==> config.mk <==
export PLATFORM = sky130hd
export DESIGN_NAME = kv_block_entry_deframer
export DESIGN_NICKNAME = d
export VERILOG_FILES = /design/src/design/kvbed_pkg.sv /design/src/design/kvbed_step.sv /design/src/design/kv_block_entry_deframer.sv
export VERILOG_INCLUDE_DIRS = /design/src /design/src/design
export SDC_FILE = /design/constraint.sdc
export NUM_CORES = 1
export LEC_CHECK = 0
export BUFFER_PORTS_ARGS = -buffer_cell sky130_fd_sc_hd__buf_4
export CAP_MARGIN = 30
export CORE_MARGIN = 5
export CORE_UTILIZATION = 40
export DETAILED_ROUTE_END_ITERATION = 16
export SYNTH_ARGS = -nofsm -noshare
export SYNTH_HDL_FRONTEND = slang
export SYNTH_SLANG_ARGS = --single-unit
==> constraint.sdc <==
create_clock -name clk -period 11.8 [get_ports clk]
set_input_delay 1.18 -clock clk [delete_from_list [all_inputs] [get_ports clk]]
set_output_delay 1.18 -clock clk [all_outputs]
set_load 0.05 [all_outputs]
==> src/design/kv_block_entry_deframer_macros.svh <==
// ---------------------------------------------------------------------------
// kv_block_entry_deframer_macros.svh
// Assertion macros used by the entry deframer top module.
// ---------------------------------------------------------------------------
`ifndef KV_BLOCK_ENTRY_DEFRAMER_MACROS_SVH
`define KV_BLOCK_ENTRY_DEFRAMER_MACROS_SVH

// Same-cycle implication, checked on every clock edge outside reset.
`define KVBED_ASSERT_IMPL(lbl, ante, cons, msg) \
  lbl: assert property (@(posedge clk) disable iff (!rst_n) (ante) |-> (cons)) \
    else $error(msg);

// Next-cycle implication, checked on every clock edge outside reset.
`define KVBED_ASSERT_NEXT(lbl, ante, cons, msg) \
  lbl: assert property (@(posedge clk) disable iff (!rst_n) (ante) |=> (cons)) \
    else $error(msg);

`endif

==> src/design/kvbed_pkg.sv <==
// ---------------------------------------------------------------------------
// kvbed_pkg
// Types and codes shared by the entry deframer modules.
// ---------------------------------------------------------------------------
`timescale 1ns / 1ps

package kvbed_pkg;

  // Parser phase, one-hot.
  typedef enum logic [5:0] {
    PH_START   = 6'b000001,
    PH_KEYLEN  = 6'b000010,
    PH_VALLEN  = 6'b000100,
    PH_KEY     = 6'b001000,
    PH_VALUE   = 6'b010000,
    PH_DISCARD = 6'b100000
  } phase_t;

  // Byte classification codes.
  typedef enum logic [1:0] {
    KIND_HEADER  = 2'd0,
    KIND_KEY     = 2'd1,
    KIND_VALUE   = 2'd2,
    KIND_DISCARD = 2'd3
  } kind_t;

  // A varint32 holds at most five bytes; the seen count stops at four.
  localparam logic [2:0] VARINT_LAST_IDX = 3'd4;

  // Parser state carried from byte to byte.
  typedef struct packed {
    phase_t      phase;
    logic [31:0] varint_accum;
    logic [2:0]  varint_bytes_seen;
    logic [31:0] key_len_hold;
    logic [31:0] val_len_hold;
    logic [31:0] bytes_remaining;
  } state_t;

  // Result for one byte.
  typedef struct packed {
    logic [7:0]  byte_out;
    kind_t       kind;
    logic        entry_start;
    logic        entry_done;
    logic [31:0] key_len;
    logic [31:0] val_len;
    logic        corrupt;
  } result_t;

endpackage

==> src/design/kvbed_step.sv <==
// ---------------------------------------------------------------------------
// kvbed_step
// Per-byte decode: next parser state and the result for one block byte.
// ---------------------------------------------------------------------------
`timescale 1ns / 1ps

module kvbed_step (
  input  kvbed_pkg::state_t  state_cur,
  input  logic [7:0]         data_byte,
  input  logic               block_end,
  output kvbed_pkg::state_t  state_nxt,
  output kvbed_pkg::result_t result
);
  import kvbed_pkg::*;

  logic [31:0] base_accum;
  logic [2:0]  base_seen;
  logic [4:0]  vshift;
  logic [31:0] v_accum;
  logic        v_more;
  logic        v_bad;
  logic [2:0]  v_seen_inc;
  logic [31:0] rem_dec;

  // Varint byte: a new entry starts from a cleared accumulator.
  always_comb begin
    if (state_cur.phase == PH_START) begin
      base_accum = '0;
      base_seen  = '0;
    end else begin
      base_accum = state_cur.varint_accum;
      base_seen  = state_cur.varint_bytes_seen;
    end
    case (base_seen)
      3'd0:    vshift = 5'd0;
      3'd1:    vshift = 5'd7;
      3'd2:    vshift = 5'd14;
      3'd3:    vshift = 5'd21;
      default: vshift = 5'd28;
    endcase
    // Bits of the fifth byte above bit 31 fall off the shift.
    v_accum    = base_accum | ({25'd0, data_byte[6:0]} << vshift);
    v_more     = data_byte[7];
    v_bad      = v_more && (base_seen >= VARINT_LAST_IDX);
    v_seen_inc = base_seen + 3'd1;
  end

  // Saturating count of key or value bytes still to come.
  assign rem_dec = (state_cur.bytes_remaining != 32'd0) ?
                   (state_cur.bytes_remaining - 32'd1) : 32'd0;

  // Phase logic.
  always_comb begin
    logic  start;
    logic  done;
    logic  bad;
    kind_t kind;

    state_nxt = state_cur;
    start     = 1'b0;
    done      = 1'b0;
    bad       = 1'b0;
    kind      = KIND_HEADER;

    case (state_cur.phase)
      PH_START: begin
        start                       = 1'b1;
        state_nxt.varint_accum      = '0;
        state_nxt.varint_bytes_seen = '0;
        if (block_end) begin
          bad = 1'b1;
        end else if (!v_more) begin
          state_nxt.key_len_hold = v_accum;
          state_nxt.phase        = PH_VALLEN;
        end else begin
          state_nxt.varint_accum      = v_accum;
          state_nxt.varint_bytes_seen = v_seen_inc;
          state_nxt.phase             = PH_KEYLEN;
        end
      end
      PH_KEYLEN: begin
        state_nxt.varint_accum = v_accum;
        if (v_more && !v_bad) begin
          state_nxt.varint_bytes_seen = v_seen_inc;
        end
        if (v_bad || block_end) begin
          bad = 1'b1;
        end else if (!v_more) begin
          state_nxt.key_len_hold      = v_accum;
          state_nxt.varint_accum      = '0;
          state_nxt.varint_bytes_seen = '0;
          state_nxt.phase             = PH_VALLEN;
        end
      end
      PH_VALLEN: begin
        state_nxt.varint_accum = v_accum;
        if (v_more && !v_bad) begin
          state_nxt.varint_bytes_seen = v_seen_inc;
        end
        if (v_bad) begin
          bad = 1'b1;
        end else if (v_more) begin
          bad = block_end;
        end else begin
          state_nxt.val_len_hold = v_accum;
          if ((state_cur.key_len_hold == 32'd0) && (v_accum == 32'd0)) begin
            done = 1'b1;
          end else if (block_end) begin
            bad = 1'b1;
          end else if (state_cur.key_len_hold != 32'd0) begin
            state_nxt.bytes_remaining = state_cur.key_len_hold;
            state_nxt.phase           = PH_KEY;
          end else begin
            state_nxt.bytes_remaining = v_accum;
            state_nxt.phase           = PH_VALUE;
          end
        end
      end
      PH_KEY: begin
        kind                      = KIND_KEY;
        state_nxt.bytes_remaining = rem_dec;
        if (rem_dec == 32'd0) begin
          if (state_cur.val_len_hold == 32'd0) begin
            done = 1'b1;
          end else if (block_end) begin
            bad = 1'b1;
          end else begin
            state_nxt.bytes_remaining = state_cur.val_len_hold;
            state_nxt.phase           = PH_VALUE;
          end
        end else begin
          bad = block_end;
        end
      end
      PH_VALUE: begin
        kind                      = KIND_VALUE;
        state_nxt.bytes_remaining = rem_dec;
        if (rem_dec == 32'd0) begin
          done = 1'b1;
        end else begin
          bad = block_end;
        end
      end
      default: begin
        // Discarding to the end of a corrupt block.
        kind = KIND_DISCARD;
        if (block_end) begin
          state_nxt.phase = PH_START;
        end
      end
    endcase

    // A bad entry overrides everything and drops the rest of the block.
    if (bad) begin
      kind            = KIND_DISCARD;
      done            = 1'b0;
      state_nxt.phase = block_end ? PH_START : PH_DISCARD;
    end else if (done) begin
      state_nxt.phase = PH_START;
    end

    result.byte_out    = data_byte;
    result.kind        = kind;
    result.entry_start = start;
    result.entry_done  = done;
    result.key_len     = done ? state_nxt.key_len_hold : 32'd0;
    result.val_len     = done ? state_nxt.val_len_hold : 32'd0;
    result.corrupt     = bad;
  end

endmodule

==> src/design/kv_block_entry_deframer.sv <==
// ---------------------------------------------------------------------------
// kv_block_entry_deframer
// Splits storage-block bytes into varint-prefixed key/value entries.
// ---------------------------------------------------------------------------
// Usage:
//   Feed block bytes in order on the in_ channel, with in_block_end high on
//   the final byte of each block. Every accepted byte produces exactly one
//   request on the out_ channel: the byte itself, its kind (header, key,
//   value or discarded), entry start and entry done flags, both decoded
//   lengths on the completing byte, and a corrupt flag.
//   out_valid rises in the cycle after input acceptance. Throughput is one
//   byte per cycle while the receiver keeps up: the byte decode is a single
//   pass of logic between the parser state and output registers.
//   The input is ready whenever the output register is empty or being taken
//   in the same cycle, so a stalled receiver holds the pending result and
//   stops input acceptance until it drains.
//   A corrupt entry marks its byte and discards bytes up to the end of the
//   block; parsing resumes with the next block.
//   Synchronous reset returns the parser to the start of an entry and
//   empties the output register.
// ---------------------------------------------------------------------------
`timescale 1ns / 1ps

`include "kv_block_entry_deframer_macros.svh"

module kv_block_entry_deframer (
  input  logic        clk,
  input  logic        rst_n,
  input  logic        in_valid,
  output logic        in_ready,
  input  logic [7:0]  in_data_byte,
  input  logic        in_block_end,
  output logic        out_valid,
  input  logic        out_ready,
  output logic [7:0]  out_byte_out,
  output logic [1:0]  out_kind,
  output logic        out_entry_start,
  output logic        out_entry_done,
  output logic [31:0] out_key_len,
  output logic [31:0] out_val_len,
  output logic        out_corrupt
);
  import kvbed_pkg::*;

  state_t  state_r;
  state_t  state_nxt;
  result_t result_nxt;
  result_t result_r;
  logic    out_valid_r;
  logic    in_accept;

  // Accept when the output register is free or drains this cycle.
  assign in_ready  = !out_valid_r || out_ready;
  assign in_accept = in_valid && in_ready;

  kvbed_step u_step (
    .state_cur (state_r),
    .data_byte (in_data_byte),
    .block_end (in_block_end),
    .state_nxt (state_nxt),
    .result    (result_nxt)
  );

  // Parser state and output valid.
  always_ff @(posedge clk) begin
    if (!rst_n) begin
      state_r.phase             <= PH_START;
      state_r.varint_accum      <= '0;
      state_r.varint_bytes_seen <= '0;
      state_r.key_len_hold      <= '0;
      state_r.val_len_hold      <= '0;
      state_r.bytes_remaining   <= '0;
      out_valid_r               <= 1'b0;
    end else begin
      if (in_accept) begin
        state_r <= state_nxt;
      end
      if (in_ready) begin
        out_valid_r <= in_valid;
      end
    end
  end

  // Output payload register.
  always_ff @(posedge clk) begin
    if (in_accept) begin
      result_r <= result_nxt;
    end
  end

  assign out_valid       = out_valid_r;
  assign out_byte_out    = result_r.byte_out;
  assign out_kind        = 2'(result_r.kind);
  assign out_entry_start = result_r.entry_start;
  assign out_entry_done  = result_r.entry_done;
  assign out_key_len     = result_r.key_len;
  assign out_val_len     = result_r.val_len;
  assign out_corrupt     = result_r.corrupt;

  // A block end always returns the parser to the start of an entry.
  `KVBED_ASSERT_NEXT(a_end_restarts, in_accept && in_block_end, state_r.phase == PH_START, "block end did not restart parser")

  // A corrupt byte is never also a completed entry, and is discarded.
  `KVBED_ASSERT_IMPL(a_corrupt_discard, out_valid_r && out_corrupt, !out_entry_done && (result_r.kind == KIND_DISCARD), "corrupt byte not discarded")

  // An entry start byte is header or discarded.
  `KVBED_ASSERT_IMPL(a_start_kind, out_valid_r && out_entry_start, (result_r.kind == KIND_HEADER) || (result_r.kind == KIND_DISCARD), "entry start with payload kind")

  // Lengths are zero unless the entry completes.
  `KVBED_ASSERT_IMPL(a_len_zero, out_valid_r && !out_entry_done, (out_key_len == 32'd0) && (out_val_len == 32'd0), "length shown without entry done")

endmodule
==> flow_metrics.py <==
metrics = {
    "drt": {
        "drc": 0,
        "wl_met2_um": 17900,
        "firstDrtPassIters": 5,
        "dr_total_vias": 11000,
        "drt-met1-wl_um": 18900,
        "ant_nets": 0,
        "finalWirelength_um": 42000,
        "dr.first_iter.drc_count": 1343,
        "wire_per_inst_um": 24.0,
        "top_layer": "met4",
        "via_per_inst": 6.27,
        "wl_met3_um": 3300,
    },
    "yosys": {
        "synthesis.area_um2": 11500,
        "yosys_warnings": 0,
        "synth_commonest_cells": "nor2_1, dfxtp_1, a21oi_1",
        "synth_cells": 1322,
        "yosys-top-cells-area": "dfxtp_1, edfxtp_1, a211oi_1, nor2_1, a21oi_1",
        "seq_area_frac_synth_pct": 44.0,
        "synth_seq_cells": 215,
        "synth_top_flop_cell": "dfxtp_1",
        "synth_top_area_share_pct": 24.0,
        "synth_edf_count": 77,
        "netlist-cell-type-count": 81,
        "syn-mean-instance-area_um2": 8.72,
        "syn-num-nets": 1342,
        "yosysMostFrequentCell": "nor2_1",
        "synth-async-reset-ratio_pct": 0,
        "yosys.area.top_type": "dfxtp_1",
    },
    "hold_path": {
        "min-delay-path-class": "flop to flop",
    },
    "timing": {
        "hold-worst-slack_ns": 0.484,
        "maxSlewHeadroom_pct": 26.2,
        "fmax_mhz": 156,
        "rsz0062_at_grt": "false",
        "fin_tns_setup_ns": 0,
        "period_share_pct": 54.4,
        "skew_ns": 0.0135,
        "period_needed_ns": 6.41,
        "tightest_slew_ns": 1.08,
        "finalSetupViolations": 0,
        "setup_ws_ns": 5.39,
        "hold_viol_final": 0,
        "slew_viol_final": 0,
    },
    "flow_run": {
        "maxCapViolCount": 0,
    },
    "setup_path": {
        "cp_slowest_stage_delay_ns": 0.97,
        "cp_slowest_cell": "a32oi_1",
        "criticalPathCategory": "flop to flop",
        "crit_path_end_kind": "flop",
        "cp.arrival_ns": 6.68,
        "cp_max_fo": 62,
        "path_cells": "nor2_1 -> a21oi_2 -> inv_1 -> ha_1 -> mux2i_1 -> nand2_1 -> a32oi_1 -> o21a_1 -> nand4_1 -> or3_4 -> o22a_2 -> buf_4 -> a211oi_1",
        "start_kind": "flop",
        "required_ns": 12.07,
    },
    "power_and_ir_drop": {
        "p_per_area_nw_per_um2": 140,
        "p_leak_nw": 4.64,
        "vdd_drop_max_mv": 0.0911,
    },
    "floorplan": {
        "die_area_um2": 32300,
        "pin_count": 92,
        "start_util_pct": 40.3,
        "fp.coreArea_um2": 28600,
        "die_h_um": 180,
        "rows": 62,
        "die_width_um": 180,
    },
    "clocking": {
        "cts_buffers": 25,
        "root_buffer": "clkbuf_16",
        "ctsResizeCount": 0,
        "clockBufferDepth": 3,
        "cts_sinks": 215,
        "cts.reportedPaths.clkPinSlew_ns": 0.06,
        "clkLatencyLatePin_ns": 0.53,
        "cts_hold_buf": 0,
        "post_cts_buffers": 0,
        "h-tree-depth": 1,
        "cts_tree": "built",
    },
    "cells_and_area": {
        "diodes": 0,
        "seqCellArea_um2": 5070,
        "final_cells": 1752,
        "areaGrowthSynthToFinish_pct": 15.8,
        "post-route-util_pct": 46.7,
        "multiInputGateArea_um2": 6030,
        "nFillCells": 2753,
        "final_nets": 1369,
        "drive_gt1_share_pct": 14.8,
    },
    "placed_design": {
        "dp_hpwl_um": 30200,
        "gp_congestion": 0.960,
        "portBuffers": 91,
        "pre_cts_slack_ns": 5.60,
        "dp.cells": 1705,
    },
    "outcome": {
        "run_status": "finished clean",
    },
    "global_routing": {
        "grt_overflow": 0,
        "grt_pass1_vias": 9986,
        "grt_antenna_before_repair": 0,
        "track_usage_pct": 24.7,
        "grt_pass1_wl_um": 63600,
        "grt_max_degree": 78,
    },
}
## worst max-delay path, delay by kind of cell, from the launching register on
kind	cells	cell delay [ns]
adders and majority gates	1	0.73
buffers and inverters	2	0.95
muxes	1	0.30
DFF	1	0.33
and+or+nand+nor	4	1.47
AOI/OAI and AO/OA	5	2.29
## worst paths after layout
check                                  start              end  slack (ns)  cells past startpoint
worst max register to register  state_r[136]  out_key_len[16]        5.39                     13
worst min register to register   state_r[97]      state_r[97]        0.48                      2
worst min-delay path             state_r[97]      state_r[97]        0.48                      2
worst max-delay path            state_r[136]  out_key_len[16]        5.39                     13
## metal layers
layer	vias to the layer above	GRT usage (%)
li1	5123	-
met1	5274	35.8
met2	493	36.3
met3	90	4.41
met4	0	10.5
met5	-	0
## per-stage QoR
| step | area (µm²) | total power, W |
|---|---|---|
| CTS | 13300 | 0.00189 |
| floorplan | 11500 | 0.00101 |
| global route | 13400 | 0.00194 |
| detailed placement | 12500 | 0.00111 |
| finish | 13400 | 0.00187 |
| global placement | 12500 | 0.00111 |
## sequential cells by signal, indices dropped and copies added, names as in the netlist
| register | count |
|---|---|
| out_byte_out | 8 |
| out_corrupt | 1 |
| out_entry_done | 1 |
| out_entry_start | 1 |
| out_key_len | 32 |
| out_kind | 2 |
| out_val_len | 32 |
| out_valid | 1 |
| state_r | 137 |
## report_power, final
part           leakage (nW)  internal [W]  switching (W)
clock                 0.406      0.000453       0.000325
combinational          2.35     0.0000736       0.000224
sequential             1.89      0.000788      0.0000110
total                  4.64       0.00131       0.000560
## layout by cell type (no fill, tap or decap), types with 16 or more instances in the layout
cell	count
a211oi_1	105
o31ai_1	34
a22oi_1	47
dfxtp_1	138
o22ai_1	25
nand2_1	61
mux2i_1	16
nor2_1	188
o21ai_0	46
buf_4	110
nor3_1	16
nand4_1	17
edfxtp_1	77
a21oi_1	108
nor4_1	35
clkbuf_16	26
nand3_1	49
## layout make-up
cell class | count | share of cell area, %
multi-input cells | 975 | 45.2
flip-flops and latches | 215 | 38.0
repair buffers | 112 | 6.43
clock buffers | 33 | 5.37
well taps | 384 | 3.60
clock inverters | 13 | 0.871
inverters | 20 | 0.581
## cell families after synthesis
kind of cell,Yosys count,share of synthesized area (%)
compound gates,474,28.0
simple gates,454,19.5
flops,215,44.0
buf+inv,132,4.40
mux,21,1.88
xor+xnor,19,1.44
fa+ha+maj,7,0.759
Power figures use the tool's default switching activity.
